## src/disjoint_interval_table_macros.svh

```systemverilog
// Assertion macros for the interval table modules.
// Included by files that carry concurrent checks; no other dependencies.
`ifndef DISJOINT_INTERVAL_TABLE_MACROS_SVH
`define DISJOINT_INTERVAL_TABLE_MACROS_SVH
// Implication checked every clock, quiet during reset.
`define DIT_ASSERT_IMP(label, clk, rst_n, ante, cons) \
	label: assert property (@(posedge clk) disable iff (!rst_n) (ante) |-> (cons)) \
	else $error("assertion failed");
// Next-cycle implication, quiet during reset.
`define DIT_ASSERT_NEXT(label, clk, rst_n, ante, cons) \
	label: assert property (@(posedge clk) disable iff (!rst_n) (ante) |=> (cons)) \
	else $error("assertion failed");
`endif

```

## src/dit_ram.sv

```systemverilog
// Generic single-port-write, single-read RAM with registered read data.
// No dependencies.
module dit_ram #(
	parameter int Width = 32,
	parameter int Depth = 64
) (
	input  logic                     clk,
	input  logic                     we,
	input  logic [$clog2(Depth)-1:0] waddr,
	input  logic [Width-1:0]         wdata,
	input  logic [$clog2(Depth)-1:0] raddr,
	output logic [Width-1:0]         rdata
);
	logic [Width-1:0] mem_q [Depth];

	// write port and registered read port
	always_ff @(posedge clk) begin
		if (we) mem_q[waddr] <= wdata;
		rdata <= mem_q[raddr];
	end
endmodule

```

## config.mk

```make
export PLATFORM = sky130hd
export DESIGN_NAME = dit_ram
export DESIGN_NICKNAME = d
export VERILOG_FILES = /design/src/disjoint_interval_table_macros.svh /design/src/dit_ram.sv
export SDC_FILE = /design/constraint.sdc
export NUM_CORES = 2
export LEC_CHECK = 0
export BUFFER_PORTS_ARGS = -buffer_cell sky130_fd_sc_hd__buf_2
export CAP_MARGIN = 20
export CORE_ASPECT_RATIO = 0.8
export CORE_MARGIN = 2
export CORE_UTILIZATION = 43
export CTS_CLUSTER_DIAMETER = 100
export DETAILED_ROUTE_END_ITERATION = 6
export GPL_TIMING_DRIVEN = 1
export MAX_ROUTING_LAYER = met4
export PLACE_DENSITY = 0.68
export SETUP_SLACK_MARGIN = 0.02
export SLEW_MARGIN = 15
export SYNTH_ARGS = -nofsm -noshare
export SYNTH_HDL_FRONTEND = slang
export SYNTH_SLANG_ARGS = --single-unit
```

## constraint.sdc

```tcl
create_clock -name clk -period 3.94 [get_ports clk]
set_input_delay 0.788 -clock clk [delete_from_list [all_inputs] [get_ports clk]]
set_output_delay 0.788 -clock clk [all_outputs]
set_load 0.01 [all_outputs]
```

==> results.md <==
- Status: completed
- Die Area: 186,000 sq um
- CTS buffer count: 185
- Number of flops mapped to enable cells by yosys: 2,048
- Routed Antenna Nets: 0
- H-tree level count: 4
- # setup viols final: 0
- FF-to-FF End: rdata[2]
- Final hold violation count: 0
- Post-Syn Area: 78,500 sq um
- Post-Route WL: 192 mm
- Initial Utilization: 43.2%
- Clock Path Buffers: 3
- Largest net degree at the start of global routing: 72
- GRT Overall Usage: 21.4%
- Clock root cell: clkbuf_16
- # rows: 140
- Peak supply drop: 0.334 mV
- Crit path to: rdata[16]
- Drt drc: 0
- Cts repair resizes: 0
- Die span in y: 386 um
- Highest clock rate: 0.332 GHz
- Worst r2r src: mem_q[12][2]
- Drt initial violations: 5,420
- Syn Nets: 3,370
- Worst Hold Class: input port to register
- Commonest non-fill, non-tap cell in the layout: edfxtp_1
- Crit path required time: 4.59 ns
- Ys async rst share: 0%
- Sink Count: 2,080
- Critical setup path kind: input port to register
- Critical path startpoint category: input port
- Worst Reg-to-Reg Cells: 4
- Slew HR: 26.2%
- Clk_lat worst skew: 0.81 ns
- Cell variety after synth: 34
- Crit path time final: 3.01 ns
- Max-Cap Viols: 0
- GRT Residual Overflow: 0
- LEAKAGE: 27.7 nW
- Synth Warn #: 0
- Worst EP arrival: 3.66 ns
- Port Buffers: 77
- Setup bufs post-CTS: 0
- First-pass GRT wire length: 274 mm
- Largest fanout on the critical path: 39
- GPL Wtd Cong: 0.820
- Mean area per synthesized cell: 23.6 sq um
- Worst Setup SP: raddr[0]
- Post-DP HPWL: 109 mm
- Post-CTS Hold Buffers: 0
- CTS tree: built
- Hold_ws: 0.415 ns
- Worst Tran Pin Value: 1.10 ns
- Worst-path clk slew: 0.07 ns
- Die width: 482 um
- Syn Inst Count: 3,324
- Count of final max-slew check failures: 0
- Antenna violations before repair: 16
- Critical path endpoint category: register
- Via density: 6.03
- WL/cell: 31.2 um
- Main synth FF type: edfxtp_1
- Worst R2R Setup Slack: 1.47 ns
- Post-synthesis sequential element count: 2,080
- Most frequent cells in the layout: edfxtp_1 (2,048), mux4_2 (544), clkbuf_16 (191), buf_4 (165), mux2i_1 (93)
- PD cells: 496 nW/um^2
- Core ar.: 182,000 sq um
- Syn-to-layout area delta: 14.0%
- Post-route clock skew: 0.0225 ns
- RSZ-0062 raised after global routing: false
- TNS Setup: 0 ns
- I/O pins: 78
- Seq/Total Area, Yosys: 79.1%
- NumNets Final: 3,646
- Vias in the first global route: 36,700
- Fin crit share: 76.4%
- First-pass detailed-route iteration total: 5
- Share of layout cells above drive strength 1: 30.4%
- Detailed-route via count: 37,200
worst max-delay path, cell delays in order:
cell and delay [ns]:
buf_8 0.29, buf_12 0.37, buf_4 0.30, mux4_2 0.53, mux4_2 0.47, o22ai_1 0.72
nor2_1 0.10
worst min-delay path by stage:
stage	startpoint	end	slack, ns	cells after the start
global placement	mem_q[28][4]	rdata[4]	0.74	4
global route	wdata[24]	mem_q[42][24]	0.38	1
detailed placement	mem_q[28][4]	rdata[4]	0.74	4
CTS	wdata[9]	mem_q[36][9]	0.42	1
floorplan	mem_q[12][17]	rdata[17]	0.66	4
finish	wdata[24]	mem_q[42][24]	0.42	1
cell usage after synthesis (4+ instances only):
library cell | n | area share, %
a21oi_1 | 62 | 0.40
a22oi_1 | 12 | 0.11
a311oi_1 | 8 | 0.089
a41o_1 | 4 | 0.051
and3_1 | 4 | 0.032
buf_1 | 21 | 0.10
buf_2 | 57 | 0.36
buf_4 | 25 | 0.24
buf_6 | 5 | 0.072
clkbuf_1 | 74 | 0.35
dfxtp_1 | 32 | 0.82
edfxtp_1 | 2048 | 78
mux2i_1 | 93 | 1.2
mux4_2 | 544 | 16
nand2_1 | 26 | 0.12
nand2b_1 | 8 | 0.064
nand3_1 | 5 | 0.032
nand3b_1 | 5 | 0.048
nor2_1 | 137 | 0.65
nor2b_1 | 15 | 0.12
nor3_1 | 7 | 0.045
o221ai_1 | 27 | 0.30
o22ai_1 | 84 | 0.67
o32ai_1 | 4 | 0.045
routing by layer:
metal	GRT usage (%)	up-vias	routed length, um
met4	4.81	0	3450
met2	32.1	2017	90500
met5	-	-	0
met3	3.70	241	19000
met1	30.9	20100	79500
li1	-	14800	-
state kept, by name, indices dropped and copies added, names as in the netlist:
name,count
mem_q,2048
rdata,32
kinds of logic after synthesis:
family / Yosys count / synth area share, %
AO/OA/AOI/OAI: 202 / 1.67
buffers and inverters: 182 / 1.13
flip-flops: 2080 / 79.1
multiplexers: 637 / 16.8
AND/OR/NAND/NOR: 223 / 1.27
through the flow:
stage | power [mW] | area [sq um] | worst slack [ns] | utilization [%] | std cells
global route | 45.6 | 89500 | 0.857 | 49.3 | 6167
detailed placement | 27.4 | 83500 | 0.117 | 46.0 | 5820
finish | 44.4 | 89500 | 0.929 | 49.3 | 6169
global placement | 27.3 | 83500 | 0.119 | 46.0 | 5820
floorplan | 26.2 | 78500 | 0.500 | - | 3324
CTS | 44.6 | 89300 | 0.999 | 49.2 | 6157
where the power goes:
group / total [mW] / internal, mW / switching [mW]
Clock: 17.5 / 9.66 / 7.81
Combinational: 2.30 / 0.888 / 1.41
Sequential: 24.6 / 24.5 / 0.110
area by class of cell:
cell class	count	area [sq um]
Timing Repair Buffer	271	2530
Fill cell	14100	92200
Sequential cell	2080	62100
Tap cell	2414	3020
Clock inverter	84	674
Antenna cell	5	12.5
Multi-Input combinational cell	1062	16000
Clock buffer	253	5110
Note: power is estimated with default switching activity, not from simulation.
