$ cat src/disjoint_interval_table_macros.svh
// Assertion macros for the interval table modules.
// Included by files that carry concurrent checks; no other dependencies.
`ifndef DISJOINT_INTERVAL_TABLE_MACROS_SVH
`define DISJOINT_INTERVAL_TABLE_MACROS_SVH
// Implication checked every clock, quiet during reset.
`define DIT_ASSERT_IMP(label, clk, rst_n, ante, cons) \
	label: assert property (@(posedge clk) disable iff (!rst_n) (ante) |-> (cons)) \
	else $error("assertion failed");
// Next-cycle implication, quiet during reset.
`define DIT_ASSERT_NEXT(label, clk, rst_n, ante, cons) \
	label: assert property (@(posedge clk) disable iff (!rst_n) (ante) |=> (cons)) \
	else $error("assertion failed");
`endif

$ cat src/dit_pkg.sv
// Package for the interval table: sizes, request and status codes, word types.
// No dependencies.
package dit_pkg;
	localparam int MaxIntervals = 64;
	localparam int IdxW = $clog2(MaxIntervals);
	localparam int CntW = $clog2(MaxIntervals + 1);

	localparam logic [2:0] REQ_ADD    = 3'd0;
	localparam logic [2:0] REQ_REMOVE = 3'd1;
	localparam logic [2:0] REQ_FIND   = 3'd2;
	localparam logic [2:0] REQ_SAME   = 3'd3;
	localparam logic [2:0] REQ_FREE   = 3'd4;

	localparam logic [1:0] ST_DONE  = 2'd0;
	localparam logic [1:0] ST_EMPTY = 2'd1;
	localparam logic [1:0] ST_FULL  = 2'd2;

	typedef struct packed {
		logic [2:0]  req_type;
		logic [31:0] lo;
		logic [31:0] hi;
	} req_word_t;

	typedef struct packed {
		logic [1:0]  status;
		logic        found;
		logic [31:0] hit_start;
		logic [31:0] hit_end;
		logic        same_flag;
		logic [31:0] free_value;
	} rsp_word_t;
endpackage

$ cat src/dit_seq.sv
// Sequencer of the interval table: scans the sorted store, then shifts entries.
// Depends on dit_pkg and on the entry stores (dit_ram) held by the top level.
`include "disjoint_interval_table_macros.svh"
module dit_seq (
	input  logic                    clk,
	input  logic                    arst_n,
	input  logic                    merge_touching,
	input  logic                    start,
	input  dit_pkg::req_word_t      req,
	input  logic [31:0]             rd_start,
	input  logic [31:0]             rd_end,
	output logic [dit_pkg::IdxW-1:0] raddr,
	output logic                    we,
	output logic [dit_pkg::IdxW-1:0] waddr,
	output logic [31:0]             wd_start,
	output logic [31:0]             wd_end,
	output logic                    done,
	output dit_pkg::rsp_word_t      rsp
);
	typedef enum logic [2:0] {S_IDLE, S_SCAN, S_DECIDE, S_UP, S_DOWN, S_NEW, S_FIN}
		state_t;
	localparam int CW = dit_pkg::CntW;
	localparam int IW = dit_pkg::IdxW;

	state_t           state_q;
	dit_pkg::req_word_t req_q;
	logic             mt_q;
	logic [CW-1:0]    cnt_q;
	logic [CW-1:0]    k_q;       // index of entry whose data arrives this cycle
	logic             rvalid_q;  // read data for k_q is valid
	logic [CW-1:0]    a_q, b_q;  // run [a,b) of met entries
	logic             afound_q;
	logic [31:0]      tl_q, tr_q; // first start / last end of run
	logic [31:0]      hs_q, he_q; // last entry with start <= lo
	logic             hhit_q;
	logic [1:0]       nnew_q;
	logic [31:0]      ns0_q, ne0_q, ns1_q, ne1_q;
	logic [CW-1:0]    src_q;     // shift source index
	logic [CW-1:0]    dst_q;     // shift destination index
	logic [CW-1:0]    wcnt_q;    // new entries written
	dit_pkg::rsp_word_t rsp_q;
	logic             done_q;

	logic             is_upd;
	logic [32:0]      end_m, hi_m;
	logic             meet_left, meet_right;
	logic [CW-1:0]    new_cnt;
	logic [CW:0]      tmp_cnt;

	assign is_upd = (req_q.req_type == dit_pkg::REQ_ADD) ||
		(req_q.req_type == dit_pkg::REQ_REMOVE);
	// slack comparisons for the span search
	assign end_m = {1'b0, rd_end} + {32'd0, mt_q && req_q.req_type == dit_pkg::REQ_ADD};
	assign hi_m  = {1'b0, req_q.hi} + {32'd0, mt_q && req_q.req_type == dit_pkg::REQ_ADD};
	assign meet_left  = end_m > {1'b0, req_q.lo};
	assign meet_right = {1'b0, rd_start} < hi_m;
	assign tmp_cnt = {1'b0, cnt_q} - {1'b0, b_q} + {1'b0, a_q} + {{(CW-1){1'b0}}, nnew_q};
	assign new_cnt = tmp_cnt[CW-1:0];

	// read address: next entry during scan (one ahead once data flows),
	// shift source during a move
	always_comb begin
		raddr = k_q[IW-1:0];
		if (state_q == S_SCAN && rvalid_q) raddr = IW'(k_q + 1'b1);
		if (state_q == S_UP || state_q == S_DOWN) raddr = src_q[IW-1:0];
	end

	// sequencer and registered outputs
	always_ff @(posedge clk or negedge arst_n) begin
		if (!arst_n) begin
			state_q  <= S_IDLE;
			cnt_q    <= '0;
			done_q   <= 1'b0;
			rvalid_q <= 1'b0;
			we       <= 1'b0;
		end else begin
			done_q <= 1'b0;
			we     <= 1'b0;
			unique case (state_q)
				S_IDLE: begin
					if (start) begin
						req_q    <= req;
						mt_q     <= merge_touching;
						k_q      <= '0;
						rvalid_q <= 1'b0;
						a_q      <= '0;
						b_q      <= '0;
						afound_q <= 1'b0;
						hhit_q   <= 1'b0;
						rsp_q    <= '0;
						state_q  <= S_SCAN;
					end
				end
				S_SCAN: begin
					// one entry per cycle, read data registered
					if (!rvalid_q) begin
						rvalid_q <= 1'b1;
						if (cnt_q == '0) state_q <= S_DECIDE;
					end else begin
						if (rd_start <= req_q.lo) begin
							hhit_q <= 1'b1;
							hs_q   <= rd_start;
							he_q   <= rd_end;
						end
						if (!afound_q) begin
							if (meet_left) begin
								afound_q <= 1'b1;
								a_q <= k_q;
								if (meet_right) begin
									b_q <= k_q + 1'b1;
									tl_q <= rd_start;
									tr_q <= rd_end;
								end else b_q <= k_q;
							end else begin
								a_q <= k_q + 1'b1;
								b_q <= k_q + 1'b1;
							end
						end else if (b_q == k_q && meet_right) begin
							b_q <= k_q + 1'b1;
							tr_q <= rd_end;
						end
						k_q <= k_q + 1'b1;
						if (k_q + 1'b1 == cnt_q) state_q <= S_DECIDE;
					end
				end
				S_DECIDE: begin
					rvalid_q <= 1'b0;
					state_q  <= S_FIN;
					if (!is_upd) begin
						if (req_q.req_type == dit_pkg::REQ_FIND ||
								req_q.req_type == dit_pkg::REQ_SAME ||
								req_q.req_type == dit_pkg::REQ_FREE) begin
							if (hhit_q && he_q > req_q.lo) begin
								rsp_q.found      <= 1'b1;
								rsp_q.hit_start  <= hs_q;
								rsp_q.hit_end    <= he_q;
								rsp_q.same_flag  <= hs_q <= req_q.hi && req_q.hi < he_q;
								rsp_q.free_value <= he_q;
							end else rsp_q.free_value <= req_q.lo;
						end
					end else if (req_q.lo >= req_q.hi) begin
						rsp_q.status <= dit_pkg::ST_EMPTY;
					end else if (req_q.req_type == dit_pkg::REQ_ADD) begin
						if (a_q == b_q && cnt_q >= CW'(dit_pkg::MaxIntervals)) begin
							rsp_q.status <= dit_pkg::ST_FULL;
						end else begin
							nnew_q <= 2'd1;
							ns0_q <= (a_q != b_q && tl_q < req_q.lo) ? tl_q : req_q.lo;
							ne0_q <= (a_q != b_q && tr_q > req_q.hi) ? tr_q : req_q.hi;
							state_q <= S_NEW;
						end
					end else if (a_q != b_q) begin
						// remove: left and right remnants
						if (tl_q < req_q.lo) begin
							ns0_q <= tl_q;
							ne0_q <= req_q.lo;
							ns1_q <= req_q.hi;
							ne1_q <= tr_q;
							nnew_q <= (req_q.hi < tr_q) ? 2'd2 : 2'd1;
						end else begin
							ns0_q <= req_q.hi;
							ne0_q <= tr_q;
							nnew_q <= (req_q.hi < tr_q) ? 2'd1 : 2'd0;
						end
						state_q <= S_NEW;
					end
				end
				S_NEW: begin
					// flag full if the new count exceeds the table, else choose shift direction for the tail
					if (tmp_cnt > (CW+1)'(dit_pkg::MaxIntervals)) begin
						rsp_q.status <= dit_pkg::ST_FULL;
						state_q <= S_FIN;
					end else if ({1'b0, a_q} + {{(CW-1){1'b0}}, nnew_q} < {1'b0, b_q}) begin
						src_q <= b_q;
						dst_q <= a_q + {{(CW-2){1'b0}}, nnew_q};
						rvalid_q <= 1'b0;
						wcnt_q <= '0;
						state_q <= (b_q == cnt_q) ? S_FIN : S_DOWN;
					end else begin
						src_q <= cnt_q - 1'b1;
						dst_q <= new_cnt - 1'b1;
						rvalid_q <= 1'b0;
						wcnt_q <= '0;
						state_q <= ({1'b0, a_q} + {{(CW-1){1'b0}}, nnew_q} == {1'b0, b_q}
							|| b_q == cnt_q) ? S_FIN : S_UP;
					end
					if (tmp_cnt <= (CW+1)'(dit_pkg::MaxIntervals)) cnt_q <= cnt_q;
				end
				S_DOWN: begin
					// move tail toward the front, low index first
					if (!rvalid_q) begin
						rvalid_q <= 1'b1;
					end else begin
						we       <= 1'b1;
						waddr    <= dst_q[IW-1:0];
						wd_start <= rd_start;
						wd_end   <= rd_end;
						dst_q    <= dst_q + 1'b1;
						src_q    <= src_q + 1'b1;
						rvalid_q <= 1'b0;
						if (src_q + 1'b1 == cnt_q) state_q <= S_FIN;
					end
				end
				S_UP: begin
					// move tail toward the back, high index first
					if (!rvalid_q) begin
						rvalid_q <= 1'b1;
					end else begin
						we       <= 1'b1;
						waddr    <= dst_q[IW-1:0];
						wd_start <= rd_start;
						wd_end   <= rd_end;
						dst_q    <= dst_q - 1'b1;
						src_q    <= src_q - 1'b1;
						rvalid_q <= 1'b0;
						if (src_q == b_q) state_q <= S_FIN;
					end
				end
				S_FIN: begin
					// write new entries one per cycle, then answer
					if (is_upd && rsp_q.status == dit_pkg::ST_DONE &&
							req_q.lo < req_q.hi && (a_q != b_q ||
							req_q.req_type == dit_pkg::REQ_ADD) &&
							wcnt_q < {{(CW-2){1'b0}}, nnew_q}) begin
						we       <= 1'b1;
						waddr    <= IW'(a_q + wcnt_q);
						wd_start <= (wcnt_q == '0) ? ns0_q : ns1_q;
						wd_end   <= (wcnt_q == '0) ? ne0_q : ne1_q;
						wcnt_q   <= wcnt_q + 1'b1;
					end else begin
						if (is_upd && rsp_q.status == dit_pkg::ST_DONE &&
								req_q.lo < req_q.hi && (a_q != b_q ||
								req_q.req_type == dit_pkg::REQ_ADD))
							cnt_q <= new_cnt;
						done_q  <= 1'b1;
						state_q <= S_IDLE;
					end
				end
				default: state_q <= S_IDLE;
			endcase
		end
	end

	assign done = done_q;
	assign rsp  = rsp_q;

	`DIT_ASSERT_IMP(a_cnt_range, clk, arst_n, 1'b1, cnt_q <= CW'(dit_pkg::MaxIntervals))
	`DIT_ASSERT_IMP(a_run_order, clk, arst_n, state_q == S_NEW, a_q <= b_q && b_q <= cnt_q)
	`DIT_ASSERT_NEXT(a_done_idle, clk, arst_n, done_q, state_q == S_IDLE)
endmodule

$ cat config.mk
export PLATFORM = sky130hd
export DESIGN_NAME = dit_seq
export DESIGN_NICKNAME = d
export VERILOG_FILES = /design/src/dit_pkg.sv /design/src/dit_seq.sv
export VERILOG_INCLUDE_DIRS = /design/src /design/src/src
export SDC_FILE = /design/constraint.sdc
export NUM_CORES = 1
export LEC_CHECK = 0
export BUFFER_PORTS_ARGS = -buffer_cell sky130_fd_sc_hd__buf_2
export CELL_PAD_IN_SITES_DETAIL_PLACEMENT = 1
export CELL_PAD_IN_SITES_GLOBAL_PLACEMENT = 1
export CORE_MARGIN = 1.5
export CORE_UTILIZATION = 54
export CTS_BUF_LIST = sky130_fd_sc_hd__clkbuf_8
export CTS_CLUSTER_SIZE = 24
export DETAILED_ROUTE_END_ITERATION = 10
export PLACE_DENSITY_LB_ADDON = 0.08
export RECOVER_POWER = 100
export SETUP_SLACK_MARGIN = 0.1
export SYNTH_ARGS = -nofsm -noshare
export SYNTH_HDL_FRONTEND = slang
export SYNTH_SLANG_ARGS = --single-unit
$ cat constraint.sdc
create_clock -name clk -period 24.8 [get_ports clk]
set_input_delay 4.96 -clock clk [delete_from_list [all_inputs] [get_ports clk]]
set_output_delay 4.96 -clock clk [all_outputs]
set_load 0.005 [all_outputs]
==> key figures <==
Setup path
  – CP Launch Point: rd_end[0]
  – Reg2Reg Depth: 20
  – Reg2Reg Capture Point: tr_q[13]
  – Worst path required time: 25.10 ns
  – Worst-path maximum fanout: 19
  – Critical-path cell list: clkbuf_1 -> ha_1 -> ha_1 -> nand4_1 -> nor4_1 -> nand2_1 -> inv_1 -> nand3_1 -> xnor2_1 -> ha_1 -> nand4_1 -> nor4_1 -> a21boi_0 -> o31ai_1 -> clkbuf_1 -> nor2b_1 -> a211oi_1 -> clkbuf_1
  – WP buf/inv: 4
  – Critical-path top delay cell: a211oi_1
  – Max stage delay on crit path: 2.15 ns
  – CP endpoint: tr_q[13]
  – CP endpoint kind: flip-flop
  – Cell count along the critical path: 18
  – R2r setup slk: 14.72 ns
  – Worst R2R Start: req_q[64]
  – CP top delay family: compound AO/OA/AOI/OAI gates
  – CP Data Arrival Time: 12.71 ns
  – Critical Path Source Type: primary input
  – Setup CP Type: primary input to flip-flop

Global routing
  – GRT Residual Overflow: 0
  – Antenna violations before repair: 4
  – First-pass GRT wire length: 163000 um
  – Largest net degree at the start of global routing: 75
  – Total global-route track usage: 0.370
  – Vias in the first global route: 26127

STA
  – Worst Clk Skew: 0.0452 ns
  – Fin crit share: 0.500
  – RSZ-0062 raised after global routing: no
  – Fmax: 80.6 MHz
  – Final TNS setup: 0 ns
  – Measured slew at the worst slew-check pin: 4.66 ns
  – Post-route minimum period: 12.41 ns
  – Final Hold Fails: 0
  – Setup-failing EPs final: 0
  – Pins Over Slew Limit: 787
  – Relative max-transition margin: -2.11
  – Final worst setup slack: 12.39 ns

Route
  – Vias: 24500
  – Pre-antenna DRT Iters: 6
  – Drc violations: 0
  – DR WL/cell: 28.6 um
  – Post-DR vias/cell: 6.32
  – Drt total wl: 111000 um
  – Antenna Nets Post-Route: 0
  – Iteration-0 DRC Markers: 1967

Die
  – Core area: 57500 um^2
  – Die H: 244 um
  – Chip Width: 244 um
  – Starting Density: 0.545
  – Rows: 88
  – Die ar.: 59500 um^2
  – # IOs: 313

Place
  – # port buffers: 312
  – Placer congestion estimate: 0.961
  – Placed inst area: 33800 um^2
  – Placed Cells: 3708
  – Placement Setup Slack: 14.21 ns
  – Post-detail-place hpwl: 80300 um

Synthesis
  – Post-synthesis cell count: 2701
  – Syn nets: 3182
  – Top FF cell, synth: edfxtp_1
  – Cell area after synthesis: 31300 um^2
  – Avg Inst Size Synth: 11.6 um^2
  – Post-synth top area cell: edfxtp_1
  – Synth top area share: 0.517
  – Register area share after synthesis: 0.527
  – Synth async-reset ratio: 0.0236
  – Synth Register Bits: 552
  – EDFF count, synth: 539
  – Synth Warn #: 0
  – Synth top area cells: edfxtp_1 (52%), ha_1 (13%), nand2_1 (3.5%)
  – Synth unique cells: 73

Pwr
  – Reg power frac: 0.435
  – P_leak: 14.6 nW
  – P_int: 1.81 mW
  – Sw frac: 0.363
  – Combinational share of power: 0.293
  – Clk network pwr share: 0.273
  – Max VDD drop: 0.0000682 V
  – PwrDens: 81.2 nW/um^2
  – Psw: 1.03 mW

Final layout
  – Cell Count, Final, Fillers Out: 3875
  – Area of the multi-input gates: 13600 um^2
  – Final instance area: 35100 um^2
  – Commonest non-fill, non-tap cell in the layout: edfxtp_1
  – Register area: 16500 um^2
  – # nets final: 3519
  – Most frequent cells in the layout: edfxtp_1 (539), ha_1 (334), nand2_1 (290)
  – Synth-to-layout area growth: 11.9%
  – Fillers: 6176
  – Share of layout cells above drive strength 1: 0.106

Clock network
  – Clk Latency, worst-skew pair: 0.73 ns
  – Clock slew at reported path FFs: 0.06 ns
  – H-tree levels: 3
  – CTS root buf: clkbuf_8
  – CTS Hold Bufs: 0
  – CTS Buffer Depth: 3
  – Clk sinks: 552
  – TritonCTS clock tree: done
  – TritonCTS buffer count: 93
  – Post-CTS Setup Bufs: 0
  – Post-CTS resize count: 0

Run
  – Max cap viols: 21

Status
  – Status: finished with violations
  – Violated checks: max-capacitance violations, max-slew violations

Hold path
  – Worst hold path type: flip-flop to flip-flop
[power by group through the flow]
| stage | registers [mW] | logic (mW) | clock network, mW |
|---|---|---|---|
| final | 1.24 | 0.833 | 0.776 |
| after global routing | 1.24 | 0.910 | 0.813 |
| after CTS | 1.23 | 0.837 | 0.781 |
| after detailed placement | 1.25 | 0.826 | 0 |
| after global placement | 1.24 | 0.779 | 0 |
| after floorplan | 1.21 | 0.540 | 0 |
[area by class of cell]
class | instances | area share
flip-flops and latches | 552 | 0.471
multi-input cells | 1836 | 0.389
repair buffers | 334 | 0.0415
clock buffers | 94 | 0.0369
well taps | 765 | 0.0273
inverters | 221 | 0.0237
clock inverters | 71 | 0.0108
diodes | 2 | 0.000143
[state kept, by name (all words and copies together) (netlist names), 3 cells and up]
signal    cells
wcnt_q        7
ns1_q        32
tr_q         32
he_q         32
tl_q         32
src_q         7
b_q           7
req_q        67
dst_q         6
waddr         6
wd_end       32
ns0_q        32
ne1_q        32
wd_start     32
state_q       3
ne0_q        32
k_q           7
cnt_q         7
rsp         100
hs_q         32
a_q           7
[metrics by stage]
step           utilization  hold WS (ns)  power (mW)
4_1_cts              0.617         0.430        2.85
5_1_grt              0.610         0.451        2.97
3_3_place_gp         0.588         0.431        2.02
6_report             0.610         0.435        2.85
3_5_place_dp         0.588         0.436        2.07
2_1_floorplan            -         0.426        1.75
[routing by layer]
metal / wire length, um / vias to the layer above / track usage
met5: 31 / - / 0
met3: 7810 / 290 / 0.0709
li1: - / 10692 / -
met2: 53600 / 1106 / 0.620
met4: 4770 / 4 / 0.162
met1: 44500 / 12408 / 0.466
[synth_stat cells, types with 10 or more instances]
library cell,n
nand2b_1,11
a221oi_1,13
o21ai_0,139
edfxtp_1,539
a211oi_1,22
nand2_1,291
and4_1,13
ha_1,334
inv_1,216
nor3_1,34
a21o_1,49
o22ai_1,41
fa_1,12
mux2i_1,100
or3_1,10
nand3_1,67
nor2_1,112
nand4_1,64
xnor2_1,95
and3_1,50
nor4_1,10
a21oi_1,131
o221a_2,36
buf_2,15
o211ai_1,18
xor2_1,50
dfrtp_1,13
nor2b_1,18
clkbuf_1,73
[worst min path at each step]
stage | startpoint | endpoint | slack, ns | cells past startpoint
floorplan | tr_q[10] | ne1_q[10] | 0.43 | 0
global placement | tr_q[17] | ne1_q[17] | 0.43 | 0
detailed placement | tr_q[9] | ne1_q[9] | 0.44 | 0
CTS | tr_q[30] | ne1_q[30] | 0.43 | 0
global route | tr_q[31] | ne1_q[31] | 0.45 | 0
finish | tr_q[30] | ne1_q[30] | 0.43 | 0
[cell families after synthesis]
logic type,Yosys count,share of synthesized area
and+or+nand+nor,717,0.110
DFF,552,0.527
AOI/OAI and AO/OA,519,0.107
adders and majority gates,346,0.141
buffers and inverters,313,0.0383
xor gates and xnor gates,146,0.0413
muxes,108,0.0348
(Power assumes the default switching activity.)
